### src/hdl/gri_pkg.sv
// package: widths, codes and tables shared by the gear ratio indicator files
`default_nettype none

package gri_pkg;

    localparam int COUNTER_BITS    = 16;
    localparam int AVERAGE_WINDOWS = 4;

    localparam int IN_COUNT_W = 16;
    localparam int CNT_W      = (COUNTER_BITS < IN_COUNT_W) ? COUNTER_BITS : IN_COUNT_W;
    localparam int PROD_W     = CNT_W + 8;
    localparam int NUM_W      = CNT_W + 9;

    localparam int SUM_W       = $clog2(255 * AVERAGE_WINDOWS + 1);
    localparam int AVG_CNT_W   = $clog2(AVERAGE_WINDOWS + 1);
    localparam int AVG_SHIFT   = SUM_W + 3;
    localparam int AVG_MULT_W  = AVG_SHIFT + 1;
    localparam int AVG_PROD_W  = SUM_W + AVG_MULT_W;
    localparam logic [AVG_MULT_W-1:0] AVG_MULT =
        AVG_MULT_W'(((64'd1 << AVG_SHIFT) + AVERAGE_WINDOWS - 1) / AVERAGE_WINDOWS);

    localparam int CFG_INDEX_W = 3;
    localparam int CFG_DATA_W  = 8;
    localparam int NUM_TH      = 5;

    localparam logic [CFG_INDEX_W-1:0] REG_RATIO_SCALE = 3'd0;
    localparam logic [CFG_INDEX_W-1:0] REG_TH_TWO      = 3'd1;
    localparam logic [CFG_INDEX_W-1:0] REG_TH_SIX      = 3'd5;

    localparam logic [7:0] RATIO_SCALE_RST = 8'd70;
    localparam logic [7:0] TH_TWO_RST      = 8'hCE;
    localparam logic [7:0] TH_THREE_RST    = 8'hAB;
    localparam logic [7:0] TH_FOUR_RST     = 8'h92;
    localparam logic [7:0] TH_FIVE_RST     = 8'h80;
    localparam logic [7:0] TH_SIX_RST      = 8'h72;

    localparam logic [7:0] LEVEL_ABORT = 8'hFF;
    localparam logic [7:0] LEVEL_MAX   = 8'hFE;

    localparam logic [3:0] SYM_ZERO  = 4'd0;
    localparam logic [3:0] SYM_N     = 4'd10;
    localparam logic [3:0] SYM_L     = 4'd11;
    localparam logic [3:0] SYM_DASH  = 4'd12;
    localparam logic [3:0] SYM_BLANK = 4'd14;

    localparam logic [3:0] STEP_FIRST   = 4'd1;
    localparam logic [3:0] STEP_SECOND  = 4'd2;
    localparam logic [3:0] STEP_COMPUTE = 4'd7;
    localparam logic [3:0] STEP_IDLE    = 4'd8;
    localparam logic [3:0] STEP_DONE    = 4'd15;

    typedef enum logic [5:0] {
        ST_IDLE = 6'b000001,
        ST_MUL  = 6'b000010,
        ST_CHK  = 6'b000100,
        ST_DIV  = 6'b001000,
        ST_ACC  = 6'b010000,
        ST_FIN  = 6'b100000
    } state_t;

    function automatic logic [6:0] seg_pattern(input logic [3:0] sym);
        logic [6:0] seg;
        begin
            case (sym)
                4'd0:    seg = 7'h3F;
                4'd1:    seg = 7'h06;
                4'd2:    seg = 7'h5B;
                4'd3:    seg = 7'h4F;
                4'd4:    seg = 7'h66;
                4'd5:    seg = 7'h6D;
                4'd6:    seg = 7'h7D;
                4'd7:    seg = 7'h07;
                4'd8:    seg = 7'h7F;
                4'd9:    seg = 7'h67;
                4'd10:   seg = 7'h54;
                4'd11:   seg = 7'h38;
                4'd12:   seg = 7'h40;
                4'd13:   seg = 7'h71;
                default: seg = 7'h00;
            endcase
            return seg;
        end
    endfunction

endpackage

`default_nettype wire

### src/hdl/gri_channels.sv
// channel interfaces: window request in, display result out
`default_nettype none

interface gri_window_if import gri_pkg::*; ();
    logic                  valid;
    logic                  ready;
    logic [IN_COUNT_W-1:0] rpm_count;
    logic [IN_COUNT_W-1:0] speed_count;
    logic                  rpm_overflow;
    logic                  speed_overflow;
    logic                  window_aborted;
    logic                  neutral;
    logic                  clutch;
    logic                  setup_switch;

    modport source (
        output valid, rpm_count, speed_count, rpm_overflow, speed_overflow,
               window_aborted, neutral, clutch, setup_switch,
        input  ready
    );
    modport sink (
        input  valid, rpm_count, speed_count, rpm_overflow, speed_overflow,
               window_aborted, neutral, clutch, setup_switch,
        output ready
    );
endinterface

interface gri_result_if import gri_pkg::*; ();
    logic       valid;
    logic       ready;
    logic [3:0] symbol;
    logic [6:0] segments;
    logic       update_display;
    logic [7:0] ratio_level;
    logic       overflow_error;

    modport source (
        output valid, symbol, segments, update_display, ratio_level, overflow_error,
        input  ready
    );
    modport sink (
        input  valid, symbol, segments, update_display, ratio_level, overflow_error,
        output ready
    );
endinterface

`default_nettype wire

### src/hdl/gear_ratio_indicator_core.sv
// gear ratio indicator: ratio level, calibration and gear display symbol
// sequence: an accepted window goes through multiply, check, the 8-step restoring divider,
//   accumulate and finish; check skips the divider when the ratio saturates early, and an
//   aborted, overflowed or zero-count window skips check and divider; the divider uses one
//   shared compare/subtract unit; ready only while the sequencer is idle, one window at a time
// reset: control and calibration state cleared, thresholds loaded with their defaults
`default_nettype none

module gear_ratio_indicator_core import gri_pkg::*; (
    input  wire logic                   clk,
    input  wire logic                   rst_n,
    gri_window_if.sink                  window,
    gri_result_if.source                result,
    input  wire logic                   cfg_wr_en,
    input  wire logic [CFG_INDEX_W-1:0] cfg_index,
    input  wire logic [CFG_DATA_W-1:0]  cfg_wdata
);

    state_t state_reg, state_next;

    logic [7:0]       ratio_scale_reg;
    logic [7:0]       thr_reg [NUM_TH];
    logic [3:0]       cal_step_reg;
    logic [7:0]       first_level_reg;
    logic [SUM_W-1:0] sum_reg;
    logic [AVG_CNT_W-1:0] avg_cnt_reg;
    logic             avg_path_reg;

    logic [CNT_W-1:0] rpm_reg;
    logic [CNT_W-1:0] speed_reg;
    logic             rov_reg, sov_reg, aborted_reg;
    logic             neutral_reg, clutch_reg, setup_reg;

    logic [NUM_W-1:0] num_reg;
    logic [NUM_W-1:0] dsh_reg;
    logic [7:0]       quot_reg;
    logic [2:0]       bit_cnt_reg;
    logic [7:0]       level_reg;

    logic             out_valid_reg;
    logic [3:0]       out_sym_reg;
    logic [6:0]       out_seg_reg;
    logic             out_upd_reg;
    logic [7:0]       out_level_reg;
    logic             out_ovf_reg;

    // shared compare/subtract unit
    logic             div_ge;
    logic [NUM_W-1:0] div_diff;
    logic [7:0]       quot_next;

    logic [PROD_W-1:0] prod;
    logic [NUM_W-1:0]  num_init;
    logic              special;
    logic [7:0]        special_level;

    logic [7:0]        mid [NUM_TH];

    logic              out_free;
    logic              avg_full;
    logic [AVG_PROD_W-1:0] avg_prod;
    logic [7:0]        avg_val;
    logic [3:0]        cal_fin;
    logic [3:0]        fin_sym;
    logic              fin_upd;
    logic [3:0]        cls_sym;
    logic              cls_upd;

    assign div_ge    = num_reg >= dsh_reg;
    assign div_diff  = num_reg - dsh_reg;
    assign quot_next = {quot_reg[6:0], div_ge};

    assign prod     = PROD_W'(rpm_reg) * PROD_W'(ratio_scale_reg);
    assign num_init = NUM_W'({prod, 1'b0}) + NUM_W'(speed_reg);

    always_comb
    begin
        special       = 1'b1;
        special_level = 8'd0;
        if (aborted_reg)
        begin
            special_level = LEVEL_ABORT;
        end
        else if (rov_reg || sov_reg || (rpm_reg == '0) || (speed_reg == '0))
        begin
            special_level = 8'd0;
        end
        else
        begin
            special = 1'b0;
        end
    end

    // floor midpoints of the raw calibrated levels
    always_comb
    begin
        mid[0] = 8'((9'(first_level_reg) + 9'(thr_reg[0])) >> 1);
        for (int i = 1; i < NUM_TH; i++)
        begin
            mid[i] = 8'((9'(thr_reg[i-1]) + 9'(thr_reg[i])) >> 1);
        end
    end

    assign out_free = !out_valid_reg || result.ready;
    assign avg_full = avg_path_reg && (avg_cnt_reg == AVG_CNT_W'(AVERAGE_WINDOWS));
    assign avg_prod = AVG_PROD_W'(sum_reg) * AVG_PROD_W'(AVG_MULT);
    assign avg_val  = avg_prod[AVG_SHIFT +: 8];

    always_comb
    begin
        cal_fin = cal_step_reg;
        if (avg_full && (cal_step_reg >= STEP_FIRST) && (cal_step_reg < STEP_COMPUTE))
        begin
            cal_fin = cal_step_reg + 4'd1;
        end
    end

    always_comb
    begin
        cls_upd = 1'b1;
        if (level_reg == LEVEL_ABORT)
        begin
            cls_sym = SYM_BLANK;
            cls_upd = 1'b0;
        end
        else if (level_reg == 8'd0)     cls_sym = SYM_ZERO;
        else if (level_reg < thr_reg[4]) cls_sym = 4'd6;
        else if (level_reg < thr_reg[3]) cls_sym = 4'd5;
        else if (level_reg < thr_reg[2]) cls_sym = 4'd4;
        else if (level_reg < thr_reg[1]) cls_sym = 4'd3;
        else if (level_reg < thr_reg[0]) cls_sym = 4'd2;
        else                             cls_sym = 4'd1;
    end

    always_comb
    begin
        fin_upd = 1'b1;
        if (neutral_reg)
        begin
            fin_sym = setup_reg ? SYM_L : SYM_N;
        end
        else if (clutch_reg)
        begin
            fin_sym = SYM_DASH;
        end
        else if (setup_reg && (cal_fin != STEP_DONE))
        begin
            fin_sym = cal_fin;
        end
        else
        begin
            fin_sym = cls_sym;
            fin_upd = cls_upd;
        end
    end

    always_comb
    begin
        state_next = state_reg;
        unique case (state_reg)
            ST_IDLE: if (window.valid) state_next = ST_MUL;
            ST_MUL:  state_next = special ? ST_ACC : ST_CHK;
            ST_CHK:  state_next = div_ge ? ST_ACC : ST_DIV;
            ST_DIV:  if (bit_cnt_reg == 3'd7) state_next = ST_ACC;
            ST_ACC:  state_next = ST_FIN;
            ST_FIN:  if (out_free) state_next = ST_IDLE;
            default: state_next = ST_IDLE;
        endcase
    end

    assign window.ready = (state_reg == ST_IDLE);

    always_ff @(posedge clk or negedge rst_n)
    begin
        if (!rst_n)
        begin
            state_reg <= ST_IDLE;
        end
        else
        begin
            state_reg <= state_next;
        end
    end

    // datapath: capture, multiply, divide
    always_ff @(posedge clk)
    begin
        unique case (state_reg)
            ST_IDLE:
            begin
                rpm_reg     <= window.rpm_count[CNT_W-1:0];
                speed_reg   <= window.speed_count[CNT_W-1:0];
                rov_reg     <= window.rpm_overflow;
                sov_reg     <= window.speed_overflow;
                aborted_reg <= window.window_aborted;
                neutral_reg <= window.neutral;
                clutch_reg  <= window.clutch;
                setup_reg   <= window.setup_switch;
            end
            ST_MUL:
            begin
                num_reg   <= num_init;
                dsh_reg   <= NUM_W'({speed_reg, 9'd0});
                level_reg <= special_level;
            end
            ST_CHK:
            begin
                level_reg   <= LEVEL_MAX;
                dsh_reg     <= dsh_reg >> 1;
                bit_cnt_reg <= 3'd0;
            end
            ST_DIV:
            begin
                if (div_ge)
                begin
                    num_reg <= div_diff;
                end
                dsh_reg     <= dsh_reg >> 1;
                quot_reg    <= quot_next;
                bit_cnt_reg <= bit_cnt_reg + 3'd1;
                level_reg   <= (quot_next == LEVEL_ABORT) ? LEVEL_MAX : quot_next;
            end
            default:
            begin
            end
        endcase
    end

    // configuration and calibration state
    always_ff @(posedge clk or negedge rst_n)
    begin
        if (!rst_n)
        begin
            ratio_scale_reg <= RATIO_SCALE_RST;
            thr_reg[0]      <= TH_TWO_RST;
            thr_reg[1]      <= TH_THREE_RST;
            thr_reg[2]      <= TH_FOUR_RST;
            thr_reg[3]      <= TH_FIVE_RST;
            thr_reg[4]      <= TH_SIX_RST;
            cal_step_reg    <= STEP_IDLE;
            first_level_reg <= 8'd0;
            sum_reg         <= '0;
            avg_cnt_reg     <= '0;
            avg_path_reg    <= 1'b0;
        end
        else
        begin
            if (cfg_wr_en)
            begin
                unique case (cfg_index) inside
                    REG_RATIO_SCALE:          ratio_scale_reg <= cfg_wdata;
                    [REG_TH_TWO:REG_TH_SIX]:  thr_reg[cfg_index - REG_TH_TWO] <= cfg_wdata;
                    default:
                    begin
                    end
                endcase
            end

            if (state_reg == ST_ACC)
            begin
                avg_path_reg <= 1'b0;
                if (neutral_reg)
                begin
                    if (setup_reg && (cal_step_reg > STEP_SECOND))
                    begin
                        cal_step_reg <= STEP_FIRST;
                    end
                end
                else if (!clutch_reg && setup_reg)
                begin
                    if (cal_step_reg < STEP_COMPUTE)
                    begin
                        avg_path_reg <= 1'b1;
                    end
                    else if (cal_step_reg == STEP_COMPUTE)
                    begin
                        for (int i = 0; i < NUM_TH; i++)
                        begin
                            thr_reg[i] <= mid[i];
                        end
                        cal_step_reg <= STEP_DONE;
                    end
                end

                if (!neutral_reg && !clutch_reg && setup_reg && (cal_step_reg < STEP_COMPUTE))
                begin
                    sum_reg     <= sum_reg + SUM_W'(level_reg);
                    avg_cnt_reg <= avg_cnt_reg + AVG_CNT_W'(1);
                end
                else
                begin
                    sum_reg     <= '0;
                    avg_cnt_reg <= '0;
                end
            end

            if ((state_reg == ST_FIN) && out_free && avg_full)
            begin
                if (cal_step_reg == STEP_FIRST)
                begin
                    first_level_reg <= avg_val;
                end
                else if ((cal_step_reg >= STEP_SECOND) && (cal_step_reg < STEP_COMPUTE))
                begin
                    thr_reg[3'(cal_step_reg - STEP_SECOND)] <= avg_val;
                end
                cal_step_reg <= cal_fin;
                sum_reg      <= '0;
                avg_cnt_reg  <= '0;
            end
        end
    end

    // result register
    always_ff @(posedge clk or negedge rst_n)
    begin
        if (!rst_n)
        begin
            out_valid_reg <= 1'b0;
        end
        else if ((state_reg == ST_FIN) && out_free)
        begin
            out_valid_reg <= 1'b1;
        end
        else if (result.ready)
        begin
            out_valid_reg <= 1'b0;
        end
    end

    always_ff @(posedge clk)
    begin
        if ((state_reg == ST_FIN) && out_free)
        begin
            out_sym_reg   <= fin_sym;
            out_seg_reg   <= fin_upd ? seg_pattern(fin_sym) : 7'd0;
            out_upd_reg   <= fin_upd;
            out_level_reg <= level_reg;
            out_ovf_reg   <= (rov_reg || sov_reg) && !aborted_reg;
        end
    end

    assign result.valid          = out_valid_reg;
    assign result.symbol         = out_sym_reg;
    assign result.segments       = out_seg_reg;
    assign result.update_display = out_upd_reg;
    assign result.ratio_level    = out_level_reg;
    assign result.overflow_error = out_ovf_reg;

    a_blank_when_held: assert property (@(posedge clk) disable iff (!rst_n)
        result.valid && !result.update_display
            |-> (result.symbol == SYM_BLANK) && (result.segments == 7'd0))
        else $error("held display result is not blank");

    a_overflow_level: assert property (@(posedge clk) disable iff (!rst_n)
        result.valid && result.overflow_error |-> (result.ratio_level == 8'd0))
        else $error("overflow window with nonzero level");

    a_busy_after_accept: assert property (@(posedge clk) disable iff (!rst_n)
        window.valid && window.ready |=> !window.ready)
        else $error("ready right after an accepted window");

    a_div_count: assert property (@(posedge clk) disable iff (!rst_n)
        (state_reg == ST_DIV) && (bit_cnt_reg != 3'd7) |=> (state_reg == ST_DIV))
        else $error("divider left before all quotient bits");

endmodule

`default_nettype wire
### src/flat_wrapper.sv
// flat-port wrapper written by rule: the top's interface ports become plain ports
module gear_ratio_indicator_core_flat import gri_pkg::*;
  (clk, rst_n, cfg_wr_en, cfg_index, cfg_wdata, window_valid, window_rpm_count, window_speed_count, window_rpm_overflow, window_speed_overflow, window_window_aborted, window_neutral, window_clutch, window_setup_switch, window_ready, result_valid, result_symbol, result_segments, result_update_display, result_ratio_level, result_overflow_error, result_ready);
  gri_window_if window_i ();
  gri_result_if result_i ();
  input  wire logic clk;
  input  wire logic rst_n;
  input  wire logic cfg_wr_en;
  input  wire logic [CFG_INDEX_W-1:0] cfg_index;
  input  wire logic [CFG_DATA_W-1:0] cfg_wdata;
  input wire logic [$bits(window_i.valid)-1:0] window_valid;
  input wire logic [$bits(window_i.rpm_count)-1:0] window_rpm_count;
  input wire logic [$bits(window_i.speed_count)-1:0] window_speed_count;
  input wire logic [$bits(window_i.rpm_overflow)-1:0] window_rpm_overflow;
  input wire logic [$bits(window_i.speed_overflow)-1:0] window_speed_overflow;
  input wire logic [$bits(window_i.window_aborted)-1:0] window_window_aborted;
  input wire logic [$bits(window_i.neutral)-1:0] window_neutral;
  input wire logic [$bits(window_i.clutch)-1:0] window_clutch;
  input wire logic [$bits(window_i.setup_switch)-1:0] window_setup_switch;
  output wire logic [$bits(window_i.ready)-1:0] window_ready;
  output wire logic [$bits(result_i.valid)-1:0] result_valid;
  output wire logic [$bits(result_i.symbol)-1:0] result_symbol;
  output wire logic [$bits(result_i.segments)-1:0] result_segments;
  output wire logic [$bits(result_i.update_display)-1:0] result_update_display;
  output wire logic [$bits(result_i.ratio_level)-1:0] result_ratio_level;
  output wire logic [$bits(result_i.overflow_error)-1:0] result_overflow_error;
  input wire logic [$bits(result_i.ready)-1:0] result_ready;
  assign window_i.valid = window_valid;
  assign window_i.rpm_count = window_rpm_count;
  assign window_i.speed_count = window_speed_count;
  assign window_i.rpm_overflow = window_rpm_overflow;
  assign window_i.speed_overflow = window_speed_overflow;
  assign window_i.window_aborted = window_window_aborted;
  assign window_i.neutral = window_neutral;
  assign window_i.clutch = window_clutch;
  assign window_i.setup_switch = window_setup_switch;
  assign window_ready = window_i.ready;
  assign result_valid = result_i.valid;
  assign result_symbol = result_i.symbol;
  assign result_segments = result_i.segments;
  assign result_update_display = result_i.update_display;
  assign result_ratio_level = result_i.ratio_level;
  assign result_overflow_error = result_i.overflow_error;
  assign result_i.ready = result_ready;
  gear_ratio_indicator_core u_core (.clk(clk), .rst_n(rst_n), .window(window_i), .result(result_i), .cfg_wr_en(cfg_wr_en), .cfg_index(cfg_index), .cfg_wdata(cfg_wdata));
endmodule
### config.mk
export PLATFORM = sky130hd
export DESIGN_NAME = gear_ratio_indicator_core_flat
export DESIGN_NICKNAME = d
export VERILOG_FILES = /design/src/hdl/gri_pkg.sv /design/src/hdl/gri_channels.sv /design/src/hdl/gear_ratio_indicator_core.sv /design/src/flat_wrapper.sv
export SDC_FILE = /design/constraint.sdc
export NUM_CORES = 1
export LEC_CHECK = 0
export ABC_AREA = 1
export BUFFER_PORTS_ARGS = -buffer_cell sky130_fd_sc_hd__clkbuf_2
export CAP_MARGIN = 15
export CELL_PAD_IN_SITES_DETAIL_PLACEMENT = 0
export CELL_PAD_IN_SITES_GLOBAL_PLACEMENT = 1
export CORE_MARGIN = 2
export CORE_UTILIZATION = 45
export DETAILED_ROUTE_END_ITERATION = 8
export PLACE_DENSITY = 0.86
export SYNTH_ARGS = -nofsm -noshare
export SYNTH_HDL_FRONTEND = slang
export SYNTH_SLANG_ARGS = --single-unit
### constraint.sdc
create_clock -name clk -period 8 [get_ports clk]
set_clock_uncertainty 0.2 [all_clocks]
set_input_delay 1.2 -clock clk [delete_from_list [all_inputs] [get_ports clk]]
set_output_delay 1.2 -clock clk [all_outputs]
set_load 0.02 [all_outputs]
After elaboration in Yosys (flattened, before gate mapping) --
Memory sizes are Yosys's and may differ from the RTL's. A register that Yosys moved wholly into a read port is not among the register bits. Index checks and enable logic that the tools add are counted.
Storage, ports and cells: bits of input ports 54, memories kept 1, output and inout bits 23, word-level logic and storage cells 190, bits in read-only memories 112, register bits 201
Memory list:
- (no name shown) | depth 16, width 7, rd ports 1, clocked after memory_dff 1, wr ports 0, line gri_pkg.sv:64 | case (sym)
Cells by class: order comparisons 16, add/subtract/negate cells 13, muxes and demuxes 65, equality and inequality tests 19, $mul 1, reduce and logical (&&, ||, !) cells 43, bitwise logic cells 2
Operator list (count):
- 40-bit 2-to-1 mux | 10
- 25-bit case mux with 2 select lines | 2
- 40-bit bitwise mux | 2
- 4-bit 2-to-1 mux | 17
- 8-bit demux with 3-bit select | 2
- 8-bit by 8-bit adder with 9-bit output | 5
- 8-bit < comparator | 5
- 6-bit case mux with 6 select lines | 1
- 16-bit zero test | 2
- 8-bit 2-to-1 mux | 4
- 10-bit 2-to-1 mux | 3
- 25-bit by 16-bit adder with 25-bit output | 1
- 25-bit >= comparator | 1
- 25-bit 2-to-1 mux | 1
- 25-bit subtractor | 1
- 16-bit by 8-bit multiplier with 24-bit output | 1
- 8-bit case mux with 3 select lines | 1
- 6-bit 2-to-1 mux | 3
- 8-bit equality test, second input constant | 2
- 1-bit logical AND | 16
- 1-bit 2-to-1 mux | 12
- 10-bit by 8-bit adder with 10-bit output | 1
- 5-bit 2-to-1 mux | 2
- 2-bit nonzero test | 5
- 39 further kinds | 59

Logic depth before layout (Yosys ltp) --
word-level depth 18, mapped depth 33, depth with buffers taken out 31

Worst setup path after synthesis --
OpenSTA, ideal clock, no wires.
path type reg2out, from register u_core.state_reg[5], to output window_ready, arrival time 5041 ps, buffers on the path 0, data required time 6600 ps, cell stages (with the launch flop) 4, slack 1559 ps, path through dfrtp_1 > nor2_1 > inv_1 > nor4_1
Between the ends: cells in the longest elaborated chain, start to end 1
RTL lines:
- from (decl) | line gear_ratio_indicator_core.sv:19 | state_t state_reg, state_next;
- from (signal assigned) | line gear_ratio_indicator_core.sv:181 | state_reg <= state_next;
- 6-bit by 1-bit equality test with 1-bit output | line gear_ratio_indicator_core.sv:171 | assign window.ready = (state_reg == ST_IDLE);
- to (decl) | line flat_wrapper.sv:20 | output wire logic [$bits(window_i.ready)-1:0] window_ready;
Every way passes these cells.

Final worst setup path --
from register u_core.ratio_scale_reg[6], to register u_core.num_reg[24], data pin
Between the ends: cells in the longest elaborated chain, start to end 3
RTL lines:
- from (decl) | line gear_ratio_indicator_core.sv:21 | logic [7:0] ratio_scale_reg;
- from (signal assigned) | line gear_ratio_indicator_core.sv:251 | REG_RATIO_SCALE: ratio_scale_reg <= cfg_wdata;
- 16-bit by 8-bit multiplier with 24-bit output | line gear_ratio_indicator_core.sv:73 | assign prod = PROD_W'(rpm_reg) * PROD_W'(ratio_scale_reg);
- 25-bit by 16-bit adder with 25-bit output | line gear_ratio_indicator_core.sv:74 | assign num_init = NUM_W'({prod, 1'b0}) + NUM_W'(speed_reg);
- 25-bit case mux with 2 select lines | line gear_ratio_indicator_core.sv:188 | unique case (state_reg)
- to (signal assigned) | line gear_ratio_indicator_core.sv:202 | num_reg <= num_init;
- to (signal assigned) | line gear_ratio_indicator_core.sv:216 | num_reg <= div_diff;
- to (decl) | line gear_ratio_indicator_core.sv:34 | logic [NUM_W-1:0] num_reg;
Every way passes these cells. A chain may end at the register's enable or synchronous reset.

==> metrics.csv <==
metric,value,unit
grt ovf,0,
status,"complete, no violations",
Max-cap violations,0,
top post-synthesis cells by area,"edfxtp_1 (20%), ha_1 (12%), nand2_1 (11%), fa_1 (9.8%), inv_1 (9.2%)",
mapped cell area,0.0187,mm2
Synth top area share,20.4,%
Detail Route Antenna Nets,0,
Final setup viols,0,
CTS tree,built,
Crit. End Element,flop,
nets,2786,
Hold Path Origin,u_core.quot_reg[0],
vias per cell,5.33,
Startpoint Class,flop,
Total GRT Usage,23.9,%
Tmin final,6.30,ns
cell taking the most area after synthesis,edfxtp_1,
Row Count,74,
initial antenna violation count,1,
hold buffer count at cts,0,
Root Buffer,clkbuf_16,
largest net degree at the start of global routing,49,
post-synthesis adder-cell area fraction,21.9,%
Chip Width,208,um
mux cell area share after synthesis,0,%
Slew Limit Fails,0,
hpwl dp,40200,um
critical path data arrival time,6.40,ns
DR vias,16000,
"EDFF count, synth",127,
"CTS clk-pin slew, worst paths",0.06,ns
post-CTS setup buffer count,0,
Slew @ Worst Pin,1.16,ns
r2r setup slk,1.70,ns
Syn Nets,2732,
clk sinks,208,
commonest cells in the netlist,"nand2_1 (563), inv_1 (460), ha_1 (181), o21ai_0 (181), a21oi_1 (166)",
Final period util,78.7,%
worst skew pair latency,0.55,ns
Critical Path RT,8.10,ns
Rel. slew slack,22.0,%
die height,208,um
HP Class,flop to flop,
Syn Inst Count,2405,
Post-synth ARST share,38.9,%
"Seq/Total Area, Yosys",31.3,%
IO Port Bufs,76,
Yosys warning total,0,
WHS Path Cells,0,
Setup CP Type,flop to flop,
Post-Synth XOR/XNOR Area,2.48,%
unrepaired setup endpoints after global routing,false,
most common cell in the netlist,nand2_1,
DRT Wirelength,51400,um
critical-path maximum fanout,17,
Seq cells post-synth,208,
R2R Path End,u_core.num_reg[24],
drt pass-1 iters,5,
Compound-Gate Fraction of Synth Area,13.2,%
Most used DFF post-synth,edfxtp_1,
num ports,77,
core area,0.0409,mm2
clock tree buffer depth,3,
r2r worst-path depth,25,
DR iter-0 viols,1004,
worst reg2reg path startpoint,u_core.ratio_scale_reg[6],
# resized after CTS,0,
total die area,0.0433,mm2
syn_area_per_cell,7.79,um2
hold path endpoint,u_core.quot_reg[1],
# fillers,3957,
Max Clk Rate,159,MHz
final setup TNS,0,ns
CTS buffer count,25,
n_diodes,0,
Synth-to-Final Area Change,9.65,%
H-tree depth,1,
final hold vios,0,
area of the multi-input gates,0.0109,mm2
Final GP Congestion,0.950,
routed wire length per instance,17.1,um
Yosys cell types,58,
DRC viols,0,
largest family of logic cells by synthesized area,adder cells,
FF/Latch Area,0.00587,mm2
layout cells sized above 1,7.95,%
simple-gate share of the synthesized area,20.3,%
first-pass GRT wire length,83300,um
number of flip-flops in the largest register,40,
vias in the first global route,15800,
starting density of the core,45.8,%
[how the worst max path moves through the flow]
stage                                    from            endpoint  slack (ns)
floorplan                 u_core.state_reg[5]        window_ready        1.56
CTS                 u_core.ratio_scale_reg[6]  u_core.num_reg[24]        1.75
global placement    u_core.ratio_scale_reg[6]  u_core.num_reg[24]        1.85
finish              u_core.ratio_scale_reg[6]  u_core.num_reg[24]        1.70
global route        u_core.ratio_scale_reg[7]  u_core.num_reg[24]        1.25
detailed placement  u_core.ratio_scale_reg[6]  u_core.num_reg[24]        1.76
[kinds of logic after synthesis]
group / after synthesis
buffers and inverters: 530
flip-flops: 208
AO/OA/AOI/OAI: 451
XOR/XNOR: 53
adder cells (fa/ha/maj): 273
AND/OR/NAND/NOR: 890
[metrics by stage]
step / instance area, um2 / worst slack [ns] / util (%) / hold WS (ns) / instances
final: 20500 / 1.70 / 50.2 / 0.258 / 3009
after global routing: 20500 / 1.25 / 50.2 / 0.275 / 3009
after CTS: 20500 / 1.75 / 50.2 / 0.259 / 3009
after detailed placement: 19600 / 1.76 / 47.9 / 0.245 / 2964
after global placement: 19600 / 1.85 / 47.9 / 0.241 / 2964
after floorplan: 18700 / 1.56 / - / 0.226 / 2405
[layout by cell type, fill, tap and decap left out, drive strengths merged, types with 13 or more instances in the layout]
master,synthesis,routed
nor4,16,16
nand3,94,94
xor2,35,35
dfrtp,58,58
o21ai,209,209
nand2,573,573
clkbuf,46,107
o211ai,13,13
ha,181,181
dfstp,23,23
nand4,27,27
inv,473,473
nor2,147,147
nor3,19,19
xnor2,18,18
fa,92,92
edfxtp,127,127
a21oi,167,167
[routing by layer]
metal	global-route usage [%]	vias to the layer above	routed length (um)
met5	0	-	0
met4	7.26	0	1450
met3	2.42	86	2290
met2	41.3	395	25100
met1	31.7	7656	22600
li1	-	7891	-
[area by class of cell]
| cell class | instances | share of cell area, % |
|---|---|---|
| multi-input combinational | 1667 | 52.9 |
| sequential | 208 | 28.6 |
| inverter | 474 | 8.66 |
| clock buffer | 32 | 3.32 |
| tap | 532 | 3.24 |
| timing repair buffer | 83 | 2.12 |
| clock inverter | 13 | 1.18 |
[critical path: stages, from the launching register on]
cell     delay (ns)
dfstp_2        0.74
nand2_1        0.09
inv_1          0.09
fa_1           0.45
fa_1           0.53
fa_1           0.57
inv_1          0.06
fa_1           0.53
inv_1          0.04
ha_1           0.36
nand2_1        0.11
nor2_1         0.15
inv_1          0.07
nor3_1         0.25
a21oi_1        0.13
xnor2_1        0.17
ha_1           0.37
nand2_1        0.09
nor2_1         0.14
nand3_1        0.09
nand2_1        0.11
nand4_1        0.25
nor2_2         0.21
nand4_1        0.10
nand3_1        0.10
nand2_1        0.06
Power is not shown: default switching activity piles up to over one toggle a cycle in this logic, so the estimate is an artifact.
